<file path="src/sv/dtfp_pkg.sv">
// Shared types, constants and lookup functions for the decimal text to fixed-point converter.
`timescale 1ns / 1ps

package dtfp_pkg;

	// Field widths
	localparam int CHAR_W  = 8;
	localparam int POWER_W = 4;
	localparam int MAG_W   = 31;
	localparam int VALUE_W = 32;
	localparam int POW10_W = 30;
	// Magnitude times ten plus a digit needs four more bits than the magnitude.
	localparam int TMP_W   = MAG_W + 4;

	localparam logic [POWER_W-1:0] RESET_SCALE = 4'd7;
	localparam logic [MAG_W-1:0]   MAX_MAG     = 31'h7FFF_FFFF;

	// Characters the parser recognises
	localparam logic [CHAR_W-1:0] CH_NUL   = 8'h00;
	localparam logic [CHAR_W-1:0] CH_ZERO  = 8'h30;
	localparam logic [CHAR_W-1:0] CH_NINE  = 8'h39;
	localparam logic [CHAR_W-1:0] CH_MINUS = 8'h2D;
	localparam logic [CHAR_W-1:0] CH_PLUS  = 8'h2B;
	localparam logic [CHAR_W-1:0] CH_POINT = 8'h2E;

	// Smallest digit that rounds the magnitude up.
	localparam logic [3:0] ROUND_DIGIT = 4'd5;

	typedef enum logic [1:0] {
		PH_SKIP   = 2'd0,
		PH_DIGITS = 2'd1,
		PH_ROUND  = 2'd2,
		PH_DONE   = 2'd3
	} phase_t;

	// Parser state that the scaling stage reads when the number ends.
	typedef struct packed {
		logic [MAG_W-1:0]   magnitude;
		logic [POWER_W-1:0] power_left;
		logic               is_negative;
	} parse_state_t;

	// Ten to the power p; powers of ten or more, which saturate any nonzero magnitude, return zero.
	function automatic logic [POW10_W-1:0] pow10(input logic [POWER_W-1:0] p);
		logic [POW10_W-1:0] r;
		case (p)
			4'd0:    r = 30'd1;
			4'd1:    r = 30'd10;
			4'd2:    r = 30'd100;
			4'd3:    r = 30'd1000;
			4'd4:    r = 30'd10000;
			4'd5:    r = 30'd100000;
			4'd6:    r = 30'd1000000;
			4'd7:    r = 30'd10000000;
			4'd8:    r = 30'd100000000;
			4'd9:    r = 30'd1000000000;
			default: r = '0;
		endcase
		return r;
	endfunction

	// Largest value that, times ten to the power p, still fits in MAX_MAG.
	function automatic logic [MAG_W-1:0] fit_limit(input logic [POWER_W-1:0] p);
		logic [MAG_W-1:0] r;
		case (p)
			4'd0:    r = 31'd2147483647;
			4'd1:    r = 31'd214748364;
			4'd2:    r = 31'd21474836;
			4'd3:    r = 31'd2147483;
			4'd4:    r = 31'd214748;
			4'd5:    r = 31'd21474;
			4'd6:    r = 31'd2147;
			4'd7:    r = 31'd214;
			4'd8:    r = 31'd21;
			4'd9:    r = 31'd2;
			default: r = '0;
		endcase
		return r;
	endfunction

endpackage

</file>
<file path="src/sv/dtfp_parse.sv">
// Character parser: holds the scale register and the per-number parse state.
`timescale 1ns / 1ps

module dtfp_parse (
	input  logic                          clk,
	input  logic                          arst_n,
	input  logic                          cfg_we,
	input  logic [dtfp_pkg::POWER_W-1:0]  cfg_wdata,
	input  logic                          char_fire,
	input  logic [dtfp_pkg::CHAR_W-1:0]   char_in,
	output dtfp_pkg::parse_state_t        state
);

	logic [dtfp_pkg::POWER_W-1:0] scale_power_q;
	dtfp_pkg::phase_t             phase_q, phase_d;
	logic [dtfp_pkg::MAG_W-1:0]   mag_q, mag_d;
	logic [dtfp_pkg::POWER_W-1:0] power_q, power_d;
	logic                         frac_q, frac_d;
	logic                         neg_q, neg_d;

	logic                         is_digit;
	logic [3:0]                   digit;
	logic                         round_up;
	logic [dtfp_pkg::POWER_W-1:0] p_base;
	logic [dtfp_pkg::POWER_W-1:0] p_new;
	logic                         p_used;
	logic [dtfp_pkg::TMP_W-1:0]   tmp;
	logic                         fits;
	logic [dtfp_pkg::MAG_W-1:0]   mag_fail;
	dtfp_pkg::phase_t             take_phase;
	logic [dtfp_pkg::MAG_W-1:0]   take_mag;
	logic [dtfp_pkg::POWER_W-1:0] take_power;

	// Scale register; a number picks up its value with its first sign or digit.
	always_ff @(posedge clk or negedge arst_n) begin
		if (!arst_n) begin
			scale_power_q <= dtfp_pkg::RESET_SCALE;
		end else if (cfg_we) begin
			scale_power_q <= cfg_wdata;
		end
	end

	// Digit decode and the fit check for taking one more digit.
	always_comb begin
		is_digit = (char_in >= dtfp_pkg::CH_ZERO) && (char_in <= dtfp_pkg::CH_NINE);
		digit    = is_digit ? 4'(char_in - dtfp_pkg::CH_ZERO) : 4'd0;
		round_up = is_digit && (digit >= dtfp_pkg::ROUND_DIGIT);

		// The power is loaded from the register with the first sign or digit of a number.
		p_base = (phase_q == dtfp_pkg::PH_SKIP) ? scale_power_q : power_q;
		if (frac_q) begin
			p_new  = (p_base == '0) ? '0 : p_base - 1'b1;
			p_used = (p_base <= 4'd1);
		end else begin
			p_new  = p_base;
			p_used = (p_base == '0);
		end

		tmp  = {1'b0, mag_q, 3'b000} + {3'b000, mag_q, 1'b0}
		       + {{(dtfp_pkg::TMP_W-4){1'b0}}, digit};
		fits = tmp <= {4'b0000, dtfp_pkg::fit_limit(p_new)};

		// A digit that does not fit ends the parse; a fraction digit may round.
		mag_fail = frac_q ? mag_q : dtfp_pkg::MAX_MAG;
		if (round_up && (mag_fail != dtfp_pkg::MAX_MAG)) begin
			mag_fail = mag_fail + 1'b1;
		end

		if (fits) begin
			take_mag   = tmp[dtfp_pkg::MAG_W-1:0];
			take_power = p_new;
			take_phase = p_used ? dtfp_pkg::PH_ROUND : dtfp_pkg::PH_DIGITS;
		end else begin
			take_mag   = mag_fail;
			take_power = p_base;
			take_phase = dtfp_pkg::PH_DONE;
		end
	end

	// Next parse state for one character.
	always_comb begin
		phase_d = phase_q;
		mag_d   = mag_q;
		power_d = power_q;
		frac_d  = frac_q;
		neg_d   = neg_q;
		if (char_in == dtfp_pkg::CH_NUL) begin
			phase_d = dtfp_pkg::PH_SKIP;
			mag_d   = '0;
			power_d = scale_power_q;
			frac_d  = 1'b0;
			neg_d   = 1'b0;
		end else begin
			case (phase_q)
				dtfp_pkg::PH_SKIP: begin
					if (is_digit) begin
						phase_d = take_phase;
						mag_d   = take_mag;
						power_d = take_power;
					end else if (char_in == dtfp_pkg::CH_MINUS) begin
						power_d = scale_power_q;
						neg_d   = 1'b1;
						phase_d = dtfp_pkg::PH_DIGITS;
					end else if (char_in == dtfp_pkg::CH_PLUS) begin
						power_d = scale_power_q;
						phase_d = dtfp_pkg::PH_DONE;
					end
				end
				dtfp_pkg::PH_DIGITS: begin
					if (is_digit) begin
						phase_d = take_phase;
						mag_d   = take_mag;
						power_d = take_power;
					end else if (char_in == dtfp_pkg::CH_POINT) begin
						frac_d = 1'b1;
					end else begin
						phase_d = dtfp_pkg::PH_DONE;
					end
				end
				dtfp_pkg::PH_ROUND: begin
					if (round_up && (mag_q != dtfp_pkg::MAX_MAG)) begin
						mag_d = mag_q + 1'b1;
					end
					phase_d = dtfp_pkg::PH_DONE;
				end
				default: begin
					phase_d = phase_q;
				end
			endcase
		end
	end

	// Parse state registers, updated on every accepted item.
	always_ff @(posedge clk or negedge arst_n) begin
		if (!arst_n) begin
			phase_q <= dtfp_pkg::PH_SKIP;
			mag_q   <= '0;
			power_q <= dtfp_pkg::RESET_SCALE;
			frac_q  <= 1'b0;
			neg_q   <= 1'b0;
		end else if (char_fire) begin
			phase_q <= phase_d;
			mag_q   <= mag_d;
			power_q <= power_d;
			frac_q  <= frac_d;
			neg_q   <= neg_d;
		end
	end

	assign state.magnitude   = mag_q;
	assign state.power_left  = power_q;
	assign state.is_negative = neg_q;

endmodule

</file>
<file path="src/sv/dtfp_scale.sv">
// Final scaling, saturation and sign, with the result register and its handshake.
`timescale 1ns / 1ps

module dtfp_scale (
	input  logic                          clk,
	input  logic                          arst_n,
	input  logic                          load,
	input  dtfp_pkg::parse_state_t        state,
	input  logic                          m_tready,
	output logic                          m_tvalid,
	output logic [dtfp_pkg::VALUE_W-1:0]  m_tdata
);

	localparam int PROD_W = dtfp_pkg::MAG_W + dtfp_pkg::POW10_W;

	logic [PROD_W-1:0]             product;
	logic                          saturate;
	logic [dtfp_pkg::MAG_W-1:0]    mag_out;
	logic [dtfp_pkg::VALUE_W-1:0]  value;
	logic                          valid_q;
	logic [dtfp_pkg::VALUE_W-1:0]  data_q;

	// Magnitude times ten to the remaining power, saturated, then signed.
	always_comb begin
		product  = {{dtfp_pkg::POW10_W{1'b0}}, state.magnitude}
		           * {{dtfp_pkg::MAG_W{1'b0}}, dtfp_pkg::pow10(state.power_left)};
		saturate = state.magnitude > dtfp_pkg::fit_limit(state.power_left);
		mag_out  = saturate ? dtfp_pkg::MAX_MAG : product[dtfp_pkg::MAG_W-1:0];
		value    = state.is_negative ? (32'd0 - {1'b0, mag_out}) : {1'b0, mag_out};
	end

	// Result register: valid held until the item is taken.
	always_ff @(posedge clk or negedge arst_n) begin
		if (!arst_n) begin
			valid_q <= 1'b0;
		end else if (load) begin
			valid_q <= 1'b1;
		end else if (m_tready) begin
			valid_q <= 1'b0;
		end
	end

	always_ff @(posedge clk) begin
		if (load) begin
			data_q <= value;
		end
	end

	assign m_tvalid = valid_q;
	assign m_tdata  = data_q;

endmodule

</file>
<file path="src/sv/decimal_text_to_fixed_point.sv">
// Top level of the decimal text to fixed-point converter.
`timescale 1ns / 1ps

// Takes the ASCII text of one decimal number, one character per item, and on the
// terminating zero character delivers the signed value times ten to the power held
// in the scale register (reset 7), saturated to +/-2147483647. One character is
// accepted every cycle unless input is held off: each item is parsed by a single
// multiply-by-ten, add and limit compare into the parse state registers, and the zero
// character loads the result register through one 31 by 30 bit multiply, so the result
// appears in the cycle after its zero character. Input is held off only while a result
// waits in the output register and the downstream side is not ready. Write the scale
// register only between numbers.
module decimal_text_to_fixed_point (
	input  logic                          clk,
	input  logic                          arst_n,
	input  logic                          s_tvalid,
	output logic                          s_tready,
	input  logic [dtfp_pkg::CHAR_W-1:0]   s_tdata,   // [7:0] character
	output logic                          m_tvalid,
	input  logic                          m_tready,
	output logic [dtfp_pkg::VALUE_W-1:0]  m_tdata,   // [31:0] scaled_value
	input  logic                          cfg_we,
	input  logic [dtfp_pkg::POWER_W-1:0]  cfg_wdata
);

	dtfp_pkg::parse_state_t state;
	logic                   char_fire;
	logic                   end_fire;

	// An item is taken whenever the result register is free or being emptied.
	assign s_tready  = !m_tvalid || m_tready;
	assign char_fire = s_tvalid && s_tready;
	assign end_fire  = char_fire && (s_tdata == dtfp_pkg::CH_NUL);

	dtfp_parse u_parse (
		.clk       (clk),
		.arst_n    (arst_n),
		.cfg_we    (cfg_we),
		.cfg_wdata (cfg_wdata),
		.char_fire (char_fire),
		.char_in   (s_tdata),
		.state     (state)
	);

	dtfp_scale u_scale (
		.clk      (clk),
		.arst_n   (arst_n),
		.load     (end_fire),
		.state    (state),
		.m_tready (m_tready),
		.m_tvalid (m_tvalid),
		.m_tdata  (m_tdata)
	);

`ifndef ASSERT_OFF
	// A result only appears after a zero character was accepted.
	a_result_from_end: assert property (@(posedge clk) disable iff (!arst_n)
		$rose(m_tvalid) |-> $past(end_fire))
		else $error("result appeared without an end of number");

	// Every accepted zero character leaves a result in the output register.
	a_end_gives_result: assert property (@(posedge clk) disable iff (!arst_n)
		end_fire |=> m_tvalid)
		else $error("end of number produced no result");

	// The magnitude saturates symmetrically, so the most negative code never occurs.
	a_no_min_int: assert property (@(posedge clk) disable iff (!arst_n)
		m_tvalid |-> (m_tdata != 32'h8000_0000))
		else $error("result outside the saturated range");

	// With the output register empty the input side is never held off.
	a_ready_when_empty: assert property (@(posedge clk) disable iff (!arst_n)
		!m_tvalid |-> s_tready)
		else $error("input stalled with an empty result register");
`endif

endmodule
</file>
<file path="config.mk">
export PLATFORM = sky130hd
export DESIGN_NAME = decimal_text_to_fixed_point
export DESIGN_NICKNAME = d
export VERILOG_FILES = /design/src/sv/dtfp_pkg.sv /design/src/sv/dtfp_parse.sv /design/src/sv/dtfp_scale.sv /design/src/sv/decimal_text_to_fixed_point.sv
export SDC_FILE = /design/constraint.sdc
export NUM_CORES = 1
export LEC_CHECK = 0
export ABC_AREA = 1
export BUFFER_PORTS_ARGS = -buffer_cell sky130_fd_sc_hd__buf_2
export CAP_MARGIN = 15
export CORE_ASPECT_RATIO = 1.1
export CORE_MARGIN = 1
export CORE_UTILIZATION = 50
export CTS_CLUSTER_SIZE = 25
export DETAILED_ROUTE_END_ITERATION = 16
export MAX_ROUTING_LAYER = met4
export PLACE_DENSITY = 0.66
export SLEW_MARGIN = 20
export SYNTH_ARGS = -nofsm -noshare
export SYNTH_HDL_FRONTEND = slang
export SYNTH_HIERARCHICAL = 1
export SYNTH_SLANG_ARGS = --single-unit
</file>
<file path="constraint.sdc">
create_clock -name clk -period 9.6 [get_ports clk]
set_clock_uncertainty 0.15 [all_clocks]
set_input_delay 0.96 -clock clk [delete_from_list [all_inputs] [get_ports clk]]
set_output_delay 0.96 -clock clk [all_outputs]
set_load 0.05 [all_outputs]
</file>
# Yosys cells after proc, flatten, opt, wreduce, memory -nomap -nowiden
# Memories as Yosys holds them, arrays and structs flattened.
# Index checks and enable logic that the tools add are counted.
# W data, S select, Z words.
[op_classes] n_addsub=7 n_mul=1 magnitude_cmp=6 n_eq_ne=13 mux=40 reduce_logical=25
[ops] operator="$mux W31" count=8
[ops] operator="$add A31 B1 Y31 const B" count=2
[ops] operator="$ne A31 B31 Y1 const B" count=2
[ops] operator="$pmux W31 S2" count=1
[ops] operator="$mux W4" count=10
[ops] operator="$add A34 B32 Y35" count=1
[ops] operator="$add A35 B4 Y35" count=1
[ops] operator="$le A35 B31 Y1" count=1
[ops] operator="$sub A1 B31 Y32 const A" count=1
[ops] operator="$gt A31 B31 Y1" count=1
[ops] operator="$mul A31 B30 Y31" count=1
[ops] operator="$eq A8 B6 Y1 const B" count=3
[ops] operator="$reduce_and A4 Y1" count=5
[ops] operator="$mux W2" count=8
[ops] operator="$mux W1" count=11
[ops] operator="$reduce_bool A2 Y1" count=5
[ops] operator="$ge A8 B6 Y1 const B" count=1
[ops] operator="$le A8 B6 Y1 const B" count=1
[ops] operator="$logic_not A8 Y1" count=1
[ops] operator="$pmux W4 S2" count=1
[ops] operator="$sub A4 B1 Y4 const B" count=2
[ops] operator="$logic_and A1 B1 Y1" count=6
[ops] operator="$ne A3 B2 Y1 const B" count=2
[ops] operator="$pmux W2 S3" count=1
[ops] operator="other kinds (15)" count=16
[word_totals] register_bits=76 romBits=1472 in_bits=17 out_inout_bits=34 memories=3
[mem_list] memory="(no name shown)" depth=16 width=31 read_ports=1 rd_ports_with_merged_regs=0 write_ports=0 line_no="dtfp_pkg.sv:65" source="case (p)"
[mem_list] memory="(no name shown)" depth=16 width=31 read_ports=1 rd_ports_with_merged_regs=0 write_ports=0 line_no="dtfp_pkg.sv:65"
[mem_list] memory="(no name shown)" depth=16 width=30 read_ports=1 rd_ports_with_merged_regs=0 write_ports=0 line_no="dtfp_pkg.sv:46" source="case (p)"

# Longest topological paths before layout
# Gate-level depths: netlist (run 1).
[logic_depth] ltp_word=11 depth_mapped=43

# By module
# Netlist (run 1), hierarchy kept.
[by_module_without_submodules] module="dtfp_scale" instances=1 cells_per_inst=2464 area_each_um2=18691.7 seq_area_each_um2=985.9
[by_module_without_submodules] module="dtfp_parse" instances=1 cells_per_inst=1427 area_each_um2=8271.7 seq_area_each_um2=1083.5
[by_module_without_submodules] module="decimal_text_to_fixed_point" instances=1 cells_per_inst=20 area_each_um2=77.6 seq_area_each_um2=0.0

# Worst setup path after synthesis (run 1)
# No wires, ideal clock.
[synth_path] kind="reg-to-reg" start="reg u_parse/power_q[1] (netlist name)" end="reg u_scale.data_q, in the netlist u_scale/m_tdata[26] (data pin)" setup_ps=253 arrival_ps=7868 slack_ps=1329 stages_incl_launch_ff=38 path_cell_list="dfstp_2 > inv_1 > ha_1 > clkbuf_2 > inv_1 > nor2_1 > inv_1 > clkbuf_1 > nor2_1 > fa_1 > fa_1 > fa_1 > inv_1 > fa_1 > inv_1 > fa_1 > inv_1 > fa_1 > [... 2 more ...] > inv_1 > fa_1 > inv_1 > ha_1 > a21oi_1 > o21ai_0 > a21oi_1 > nand2_1 > xnor2_1 > nand2_1 > nor3_1 > nand2_1 > nor2_1 > nand2_1 > nand3_1 > nand2_1 > nand2_1 > nand2_1"
[synth_via] elab_chain_cells=5
[synth_rtl] item="start, declared" line_no="dtfp_parse.sv:17" source="logic [dtfp_pkg::POWER_W-1:0] power_q, power_d;"
[synth_rtl] item="start signal, assigned" line_no="dtfp_parse.sv:138" source="power_q <= dtfp_pkg::RESET_SCALE;"
[synth_rtl] item="start signal, assigned" line_no="dtfp_parse.sv:144" source="power_q <= power_d;"
[synth_rtl] item="$mem_v2 Z16 W30 or $mem_v2 Z16 W31 (tied branches)"
[synth_rtl] item="$mul A31 B30 Y31 or $gt A31 B31 Y1 (tied branches)" line_no="dtfp_scale.sv:26, dtfp_scale.sv:27"
[synth_rtl] item="$mux W31 (*)" line_no="dtfp_scale.sv:28" source="mag_out = saturate ? dtfp_pkg::MAX_MAG : product[dtfp_pkg::MAG_W-1:0];"
[synth_rtl] item="$sub A1 B31 Y32" line_no="dtfp_scale.sv:29" source="value = state.is_negative ? (32'd0 - {1'b0, mag_out}) : {1'b0, mag_out};"
[synth_rtl] item="$mux W31 (*)" line_no="dtfp_scale.sv:29"
[synth_rtl] item="named net u_scale.value, one bit" line_no="dtfp_scale.sv:19" source="logic [dtfp_pkg::VALUE_W-1:0] value;"
[synth_rtl] item="end signal, assigned" line_no="dtfp_scale.sv:45" source="data_q <= value;"
[synth_rtl] item="end, declared" line_no="dtfp_scale.sv:21" source="logic [dtfp_pkg::VALUE_W-1:0] data_q;"
# The timed path passes the listed nets; every way through them passes the cells marked *.
# A chain may end at the register's enable or synchronous reset.

# Worst setup path in the final report (run 1)
[layout_path] start="reg u_parse/power_q[1] (netlist name)" end="reg u_scale.data_q, in the netlist u_scale/m_tdata[25] (data pin)"
# Same word-level chain as after synthesis.

==> results of run 1 <==
per-stage QoR:
| step | util (%) | setup slack [ns] |
|---|---|---|
| after floorplan | - | 1.33 |
| after detailed placement | 52.4 | 0.446 |
| final | 53.1 | 0.519 |
| after global routing | 53.1 | 0.0187 |
| after CTS | 53.0 | 0.478 |
| after global placement | 52.4 | 0.625 |
cells in the mapped netlist, drive strengths merged, types with 2 or more instances:
cell type	n
o21a	14
fa	383
and2	3
o31ai	2
buf	43
o21bai	7
ha	265
xor2	64
a31oi	4
edfxtp	32
a211oi	2
nor3	38
xnor2	27
inv	830
nor4	5
nor3b	4
nand2	992
o21ai	92
dfstp	6
nor2	512
a211o	2
clkbuf	62
nand3	236
nand4	42
a21o	8
clkinv	13
o22ai	2
dfrtp	38
a21oi	146
nand3b	16
o211ai	7
or2	10
layer usage:
| layer | GRT usage, % | vias to the layer above | part of all wire, % |
|---|---|---|---|
| li1 | - | 11900 | - |
| met1 | 39.7 | 11700 | 40 |
| met2 | 53.7 | 906 | 47 |
| met3 | 4.19 | 204 | 6.6 |
| met4 | 16.6 | 0 | 5.7 |
| met5 | - | - | 0 |
layout make-up:
cell class / count / area (µm²) / area share, %
Clock inverter: 6 / 90.1 / 0.317
Antenna cell: 2 / 5.00 / 0.0176
Tap cell: 728 / 911 / 3.20
Inverter: 843 / 3180 / 11.2
Multi-Input combinational cell: 2887 / 21300 / 74.8
Clock buffer: 10 / 229 / 0.805
Timing Repair Buffer: 108 / 688 / 2.42
Sequential cell: 76 / 2070 / 7.27
state kept, by name, indices dropped and copies added (netlist names):
| register | cells |
|---|---|
| u_parse/frac_q | 1 |
| u_parse/mag_q | 31 |
| u_parse/neg_q | 1 |
| u_parse/phase_q | 2 |
| u_parse/power_q | 4 |
| u_parse/scale_power_q | 4 |
| u_scale/m_tdata | 32 |
| u_scale/m_tvalid | 1 |
kinds of logic after synthesis:
| logic type | after synthesis |
|---|---|
| and+or+nand+nor | 1858 |
| adders and majority gates | 648 |
| xor gates and xnor gates | 91 |
| AOI/OAI and AO/OA | 290 |
| buffers and inverters | 948 |
| DFF | 76 |
worst max-delay path, delay by kind of cell, from the launching register on:
family        cells  cell delay (ns)
fa+ha+maj        10             4.45
flops             1             0.43
buf+inv          10             0.77
simple gates     15             3.03
placed cells by master (no fill, tap or decap), types with 4 or more instances in the layout:
master	synthesis	routed
xor2_1	64	64
o21ai_0	82	82
fa_1	383	383
inv_2	19	19
xnor2_1	27	27
a21oi_2	6	6
a31oi_1	4	4
o21a_1	14	14
nand4_1	42	42
buf_4	11	59
inv_1	809	808
nand2_2	21	22
nor2_2	18	18
nor3_1	33	33
nor3_2	5	5
dfrtp_1	38	38
edfxtp_1	32	32
o21bai_1	7	7
nand2_1	961	960
a21oi_1	140	140
nand3b_1	16	16
clkinv_1	11	11
o21ai_1	8	8
nor4_1	4	4
buf_2	15	49
dfstp_2	6	6
nor2_1	492	492
nand2_4	8	8
o211ai_1	6	6
ha_1	265	264
a21o_1	8	8
clkbuf_16	0	9
nand3_1	229	229
nand3_2	4	4
or2_2	8	8
timing repair:
action | 4_1_cts | 5_1_grt
endpoints found under the setup margin | 0 | 3
gates resized for setup | 0 | 2
buffers inserted | 0 | 3
worst max path at each step:
stage / endpoint / slack (ns)
after global routing: u_scale/m_tdata[25] / 0.02
final: u_scale/m_tdata[25] / 0.52
after floorplan: u_scale/m_tdata[26] / 1.33
after global placement: u_scale/m_tdata[25] / 0.63
after CTS: u_scale/m_tdata[25] / 0.48
after detailed placement: u_scale/m_tdata[25] / 0.45
==> run_results.csv, run 1 <==
group,metric,value,unit
routing,viasPerCell,5.30,
place,gp_congestion,1.02,
synth,yosys.area_share.xor_xnor,2.95,%
worst_setup_path,crit_path_frequent_cell,"inv_1",
timing,whs,0.355,ns
worst_setup_path,max_stage_delay,0.67,ns
hold_path,hold_depth,2,
worst_setup_path,critical_path_class,"flop to flop",
synth,yosys-mux-area-fraction,0,%
global_route,grt.total_usage,32.7,%
worst_setup_path,critPathMaxFanout,17,
floorplan,rows,89,
synth,yosys_warnings,6,
finish,nets,4590,
routing,drt-initial-drc-count,2199,
cts,cts_tree,"yes",
floorplan,die_x,224,µm
timing,drv_slew,0,
cts,cts.clk_slew.worst_paths,0.06,ns
synth,syn-mean-instance-area,6.91,µm²
worst_setup_path,cp.arrival,9.05,ns
worst_setup_path,required,9.57,ns
global_route,antenna_found_initial,2,
timing,hold_violations,0,
synth,synth_top_area_cell,"fa_1",
synth,syn-cell-area,27000,µm²
hold_path,min_from,"u_parse/scale_power_q[1]",
floorplan,die_h,246,µm
timing,slew_headroom,41.3,%
cts,cts_sinks,76,
global_route,grt_pass1_wl,135000,µm
timing,max_freq,110,MHz
finish,area_delta_synth_final,5.21,%
synth,synth_top_family_by_area,"adder cells",
routing,wl_per_cell,18.3,µm
synth,synth-compound-area-share,6.07,%
synth,synthAdderAreaFrac,40.6,%
cts,cts_hold_buf,0,
timing,grt_setup_unrepaired,"false",
place,placed_cell_area,28100,µm²
status,status,"finished with violations",
synth,synth-seq-cells,76,
timing,setup_viol,0,
timing,fin_crit,9.08,ns
synth,synth_simple_gate_area_share,29.0,%
worst_setup_path,start_kind,"flop",
place,dp_hpwl,69700,µm
worst_setup_path,cpMaxStageDelayCell,"nor2_1",
routing,via_count,24700,
worst_setup_path,rr_startpoint,"u_parse/power_q[1]",
synth,yosysSeqAreaShare,7.65,%
hold_path,hold_path_end,"u_parse/scale_power_q[1]",
timing,min_period_over_period,94.6,%
finish,drive_above_1_share,6.08,%
floorplan,ioPinCount,51,
worst_setup_path,rr_endpoint,"u_scale/m_tdata[25]",
finish,final-instance-count-excl-fill,4660,
finish,fillCellCount,5415,
synth,synthTopCellsByArea,"fa_1 28%, nand2_1 13%, ha_1 12%",
routing,routed_wl,85300,µm
worst_setup_path,reg2reg_depth,35,
routing,drt_pass1_iterations,12,
routing,drc_errors,2,
global_route,grt_max_degree,45,
timing,tightest_slew,0.879,ns
status,violations,"DRC",
cts,cts_buffers,9,
synth,syn_nets,4576,
timing,setup_tns,0,ns
floorplan,initial_utilization,50.5,%
global_route,overflow,0,
cts,cts.htree.levels,3,
floorplan,core_area,53600,µm²
worst_setup_path,critPathLaunch,"u_parse/power_q[1]",
cts,cts-root-buf,"clkbuf_16",
cts,cts_buffer_depth,2,
hold_path,worstHoldPathType,"flop to flop",
global_route,grt_pass1_vias,24400,
synth,synthFlopType,"dfrtp_1",
cts,insertion_delay,0.36,ns
synth,synth_edf_count,32,
run,cap_violations,0,
place,portBuffers,50,
synth,async_flop_share,57.9,%
place,dpl.cell_count,4639,
synth,synth.top_cell.area_share,28.4,%
worst_setup_path,endpoint_kind,"flop",
synth,ys_types,62,
floorplan,die_area,55000,µm²
finish,final_area,28400,µm²
worst_setup_path,r2r_setup_slack,0.52,ns
synth,synthCells,3911,
routing,postRouteAntennaNets,0,
Power of run 1 is not shown: default switching activity piles up to over one toggle a cycle in this logic, so the estimate is an artifact.
==> inputs of run 2 (changes only) <==
--- a/config.mk
+++ b/config.mk
@@ -7,16 +7,15 @@
 export LEC_CHECK = 0
 export ABC_AREA = 1
 export BUFFER_PORTS_ARGS = -buffer_cell sky130_fd_sc_hd__buf_2
-export CAP_MARGIN = 15
+export CAP_MARGIN = 30
 export CORE_ASPECT_RATIO = 1.1
 export CORE_MARGIN = 1
 export CORE_UTILIZATION = 50
 export CTS_CLUSTER_SIZE = 25
 export DETAILED_ROUTE_END_ITERATION = 16
 export MAX_ROUTING_LAYER = met4
-export PLACE_DENSITY = 0.66
+export PLACE_DENSITY = 0.68
 export SLEW_MARGIN = 20
 export SYNTH_ARGS = -nofsm -noshare
 export SYNTH_HDL_FRONTEND = slang
-export SYNTH_HIERARCHICAL = 1
 export SYNTH_SLANG_ARGS = --single-unit
==> run_results.csv, run 2 <==
group,metric,value,unit
floorplan,ioPinCount,51,
routing,viasPerCell,5.46,
timing,whs,0.359,ns
worst_setup_path,rr_endpoint,"u_scale.m_tdata[22]",
synth,syn_nets,4509,
synth,synth_common_cells,"988 x nand2_1, 765 x inv_1, 500 x nor2_1, 383 x fa_1, 265 x ha_1",
synth,yosys_warnings,0,
cts,cts.htree.levels,3,
global_route,busiest_layer,"met2",
place,dp_hpwl,74400,µm
cts,insertion_delay,0.39,ns
global_route,use_met1,44.4,%
timing,grt_setup_unrepaired,"false",
timing,setup_viol,0,
finish,diodes,0,
synth,synthFlopType,"dfrtp_1",
floorplan,core_area,52400,µm²
timing,fin_crit,9.15,ns
routing,routed_wl,89200,µm
routing,wl_per_cell,19.6,µm
finish,multi_input_area,21000,µm²
floorplan,rows,88,
place,gp_congestion,0.993,
synth,syn-cell-area,26600,µm²
floorplan,die_h,244,µm
timing,hold_violations,0,
finish,largest_reg_flops,32,
place,portBuffers,50,
worst_setup_path,critPathMaxFanout,10,
hold_path,hold_depth,2,
finish,final-instance-count-excl-fill,4542,
timing,setup_tns,0,ns
timing,drv_slew,0,
cts,cts_buffer_depth,2,
synth,yosysMostFrequentCell,"nand2_1",
routing,drt-initial-drc-count,2369,
cts,cts_buffers,9,
worst_setup_path,cp.arrival,9.08,ns
worst_setup_path,rr_startpoint,"u_parse.power_q[1]",
timing,max_freq,109,MHz
finish,final_common_cell,"nand2_1",
synth,ys_types,53,
hold_path,hold_path_end,"u_parse.scale_power_q[2]",
worst_setup_path,crit_path_frequent_cell,"nand2_1",
finish,area_delta_synth_final,5.36,%
global_route,overflow,0,
routing,postRouteAntennaNets,0,
global_route,grt_max_degree,49,
floorplan,die_area,54000,µm²
global_route,grt_pass1_vias,24800,
cts,cts_tree,"yes",
synth,async_flop_share,57.9,%
synth,yosysSeqAreaShare,7.79,%
cts,cts.clk_slew.worst_paths,0.07,ns
worst_setup_path,start_kind,"flop",
worst_setup_path,max_stage_delay,0.53,ns
timing,min_period_over_period,95.3,%
worst_setup_path,cpMaxStageDelayCell,"dfstp_2",
synth,synth.top_cell.area_share,28.9,%
finish,drive_above_1_share,5.48,%
finish,nets,4527,
synth,synthCells,3844,
finish,layout_common_cells,"988 x nand2_1, 763 x inv_1, 498 x nor2_1, 383 x fa_1, 265 x ha_1",
finish,fillCellCount,5293,
timing,tightest_slew,0.898,ns
synth,synth-seq-cells,76,
floorplan,die_x,222,µm
synth,synthTopCellsByArea,"fa_1 29%, nand2_1 14%, ha_1 12%",
worst_setup_path,endpoint_kind,"flop",
floorplan,initial_utilization,50.7,%
routing,drt_pass1_iterations,6,
finish,seqCellArea,2070,µm²
cts,cts_sinks,76,
global_route,grt_pass1_wl,140000,µm
global_route,grt.met3_usage,3.55,%
worst_setup_path,required,9.54,ns
hold_path,min_from,"u_parse.scale_power_q[2]",
place,placed_cell_area,27600,µm²
synth,synth_edf_count,32,
finish,final_area,28000,µm²
global_route,met2_usage,55.8,%
run,cap_violations,0,
worst_setup_path,reg2reg_depth,40,
global_route,grt.total_usage,34.8,%
status,status,"finished clean",
cts,cts-root-buf,"clkbuf_16",
hold_path,worstHoldPathType,"flop to flop",
timing,slew_headroom,40.1,%
synth,syn-mean-instance-area,6.91,µm²
routing,drc_errors,0,
place,dpl.cell_count,4523,
synth,synth_top_area_cell,"fa_1",
worst_setup_path,r2r_setup_slack,0.45,ns
worst_setup_path,critical_path_class,"flop to flop",
routing,via_count,24800,
global_route,antenna_found_initial,0,
-- run 2: cell types whose count changed after synthesis, sizes merged, moves of 6 or more --
cell / previous run / this run
nor3: 38 / 32
nand2: 992 / 1001
nor4: 5 / 12
xnor2: 27 / 36
buf: 43 / 49
a31oi: 4 / 16
o21a: 14 / 3
xor2: 64 / 58
nand3: 236 / 182
inv: 830 / 775
clkbuf: 62 / 68
o21ai: 92 / 101
-- run 2: metal layers --
| layer | share of wire [%] | routed length [µm] |
|---|---|---|
| met1 | 42 | 37400 |
| met2 | 46 | 40900 |
| met3 | 6.9 | 6160 |
| met4 | 5.3 | 4750 |
| met5 | 0 | 0 |
-- run 2: final cells by class --
cell class | instances | share of cell area (%)
Multi-Input combinational cell | 2862 | 75.0
Inverter | 789 | 10.6
Sequential cell | 76 | 7.40
Tap cell | 675 | 3.02
Timing Repair Buffer | 124 | 2.92
Clock buffer | 9 | 0.805
Clock inverter | 7 | 0.250
-- run 2: worst max-delay path: cells and delay by family, from the launching register on --
family / cells / cell delay [ns]
flops: 1 / 0.53
fa+ha+maj: 10 / 4.48
xor+xnor: 1 / 0.18
buf+inv: 9 / 0.94
simple gates: 19 / 2.40
compound gates: 1 / 0.17
-- run 2: logic make-up (layout without fill, tap and decap cells) --
| kind of cell | Yosys count | count (layout) | synth area share [%] |
|---|---|---|---|
| adders and majority gates | 648 | 648 | 41.4 |
| AOI/OAI and AO/OA | 298 | 298 | 6.09 |
| DFF | 76 | 76 | 7.79 |
| xor gates and xnor gates | 94 | 94 | 3.10 |
| and+or+nand+nor | 1822 | 1822 | 28.4 |
| buffers and inverters | 906 | 929 | 13.2 |
-- run 2: worst max path at each step --
| stage | startpoint | to | slack, ns | cells past startpoint |
|---|---|---|---|---|
| detailed placement | u_parse.power_q[1] | u_scale.m_tdata[22] | 0.17 | 38 |
| finish | u_parse.power_q[1] | u_scale.m_tdata[22] | 0.45 | 40 |
| global route | u_parse.power_q[1] | u_scale.m_tdata[22] | 0.01 | 38 |
| floorplan | u_parse.power_q[1] | u_scale.m_tdata[26] | 1.40 | 40 |
| CTS | u_parse.power_q[1] | u_scale.m_tdata[22] | 0.18 | 38 |
| global placement | u_parse.power_q[1] | u_scale.m_tdata[22] | 0.39 | 36 |
-- run 2: timing repair --
| item | 4_1_cts | 5_1_grt |
|---|---|---|
| setup buffers | 0 | 3 |
| setup endpoints to repair | 0 | 16 |
| gates resized for setup | 0 | 4 |
| hold buffers | 0 | 0 |
-- run 2: stage by stage --
stage,worst slack (ns),utilization (%)
after floorplan,1.40,-
after CTS,0.185,53.3
final,0.452,53.4
after global routing,0.0135,53.4
after detailed placement,0.171,52.7
after global placement,0.385,52.7
Power of run 2 is left out for the same reason.
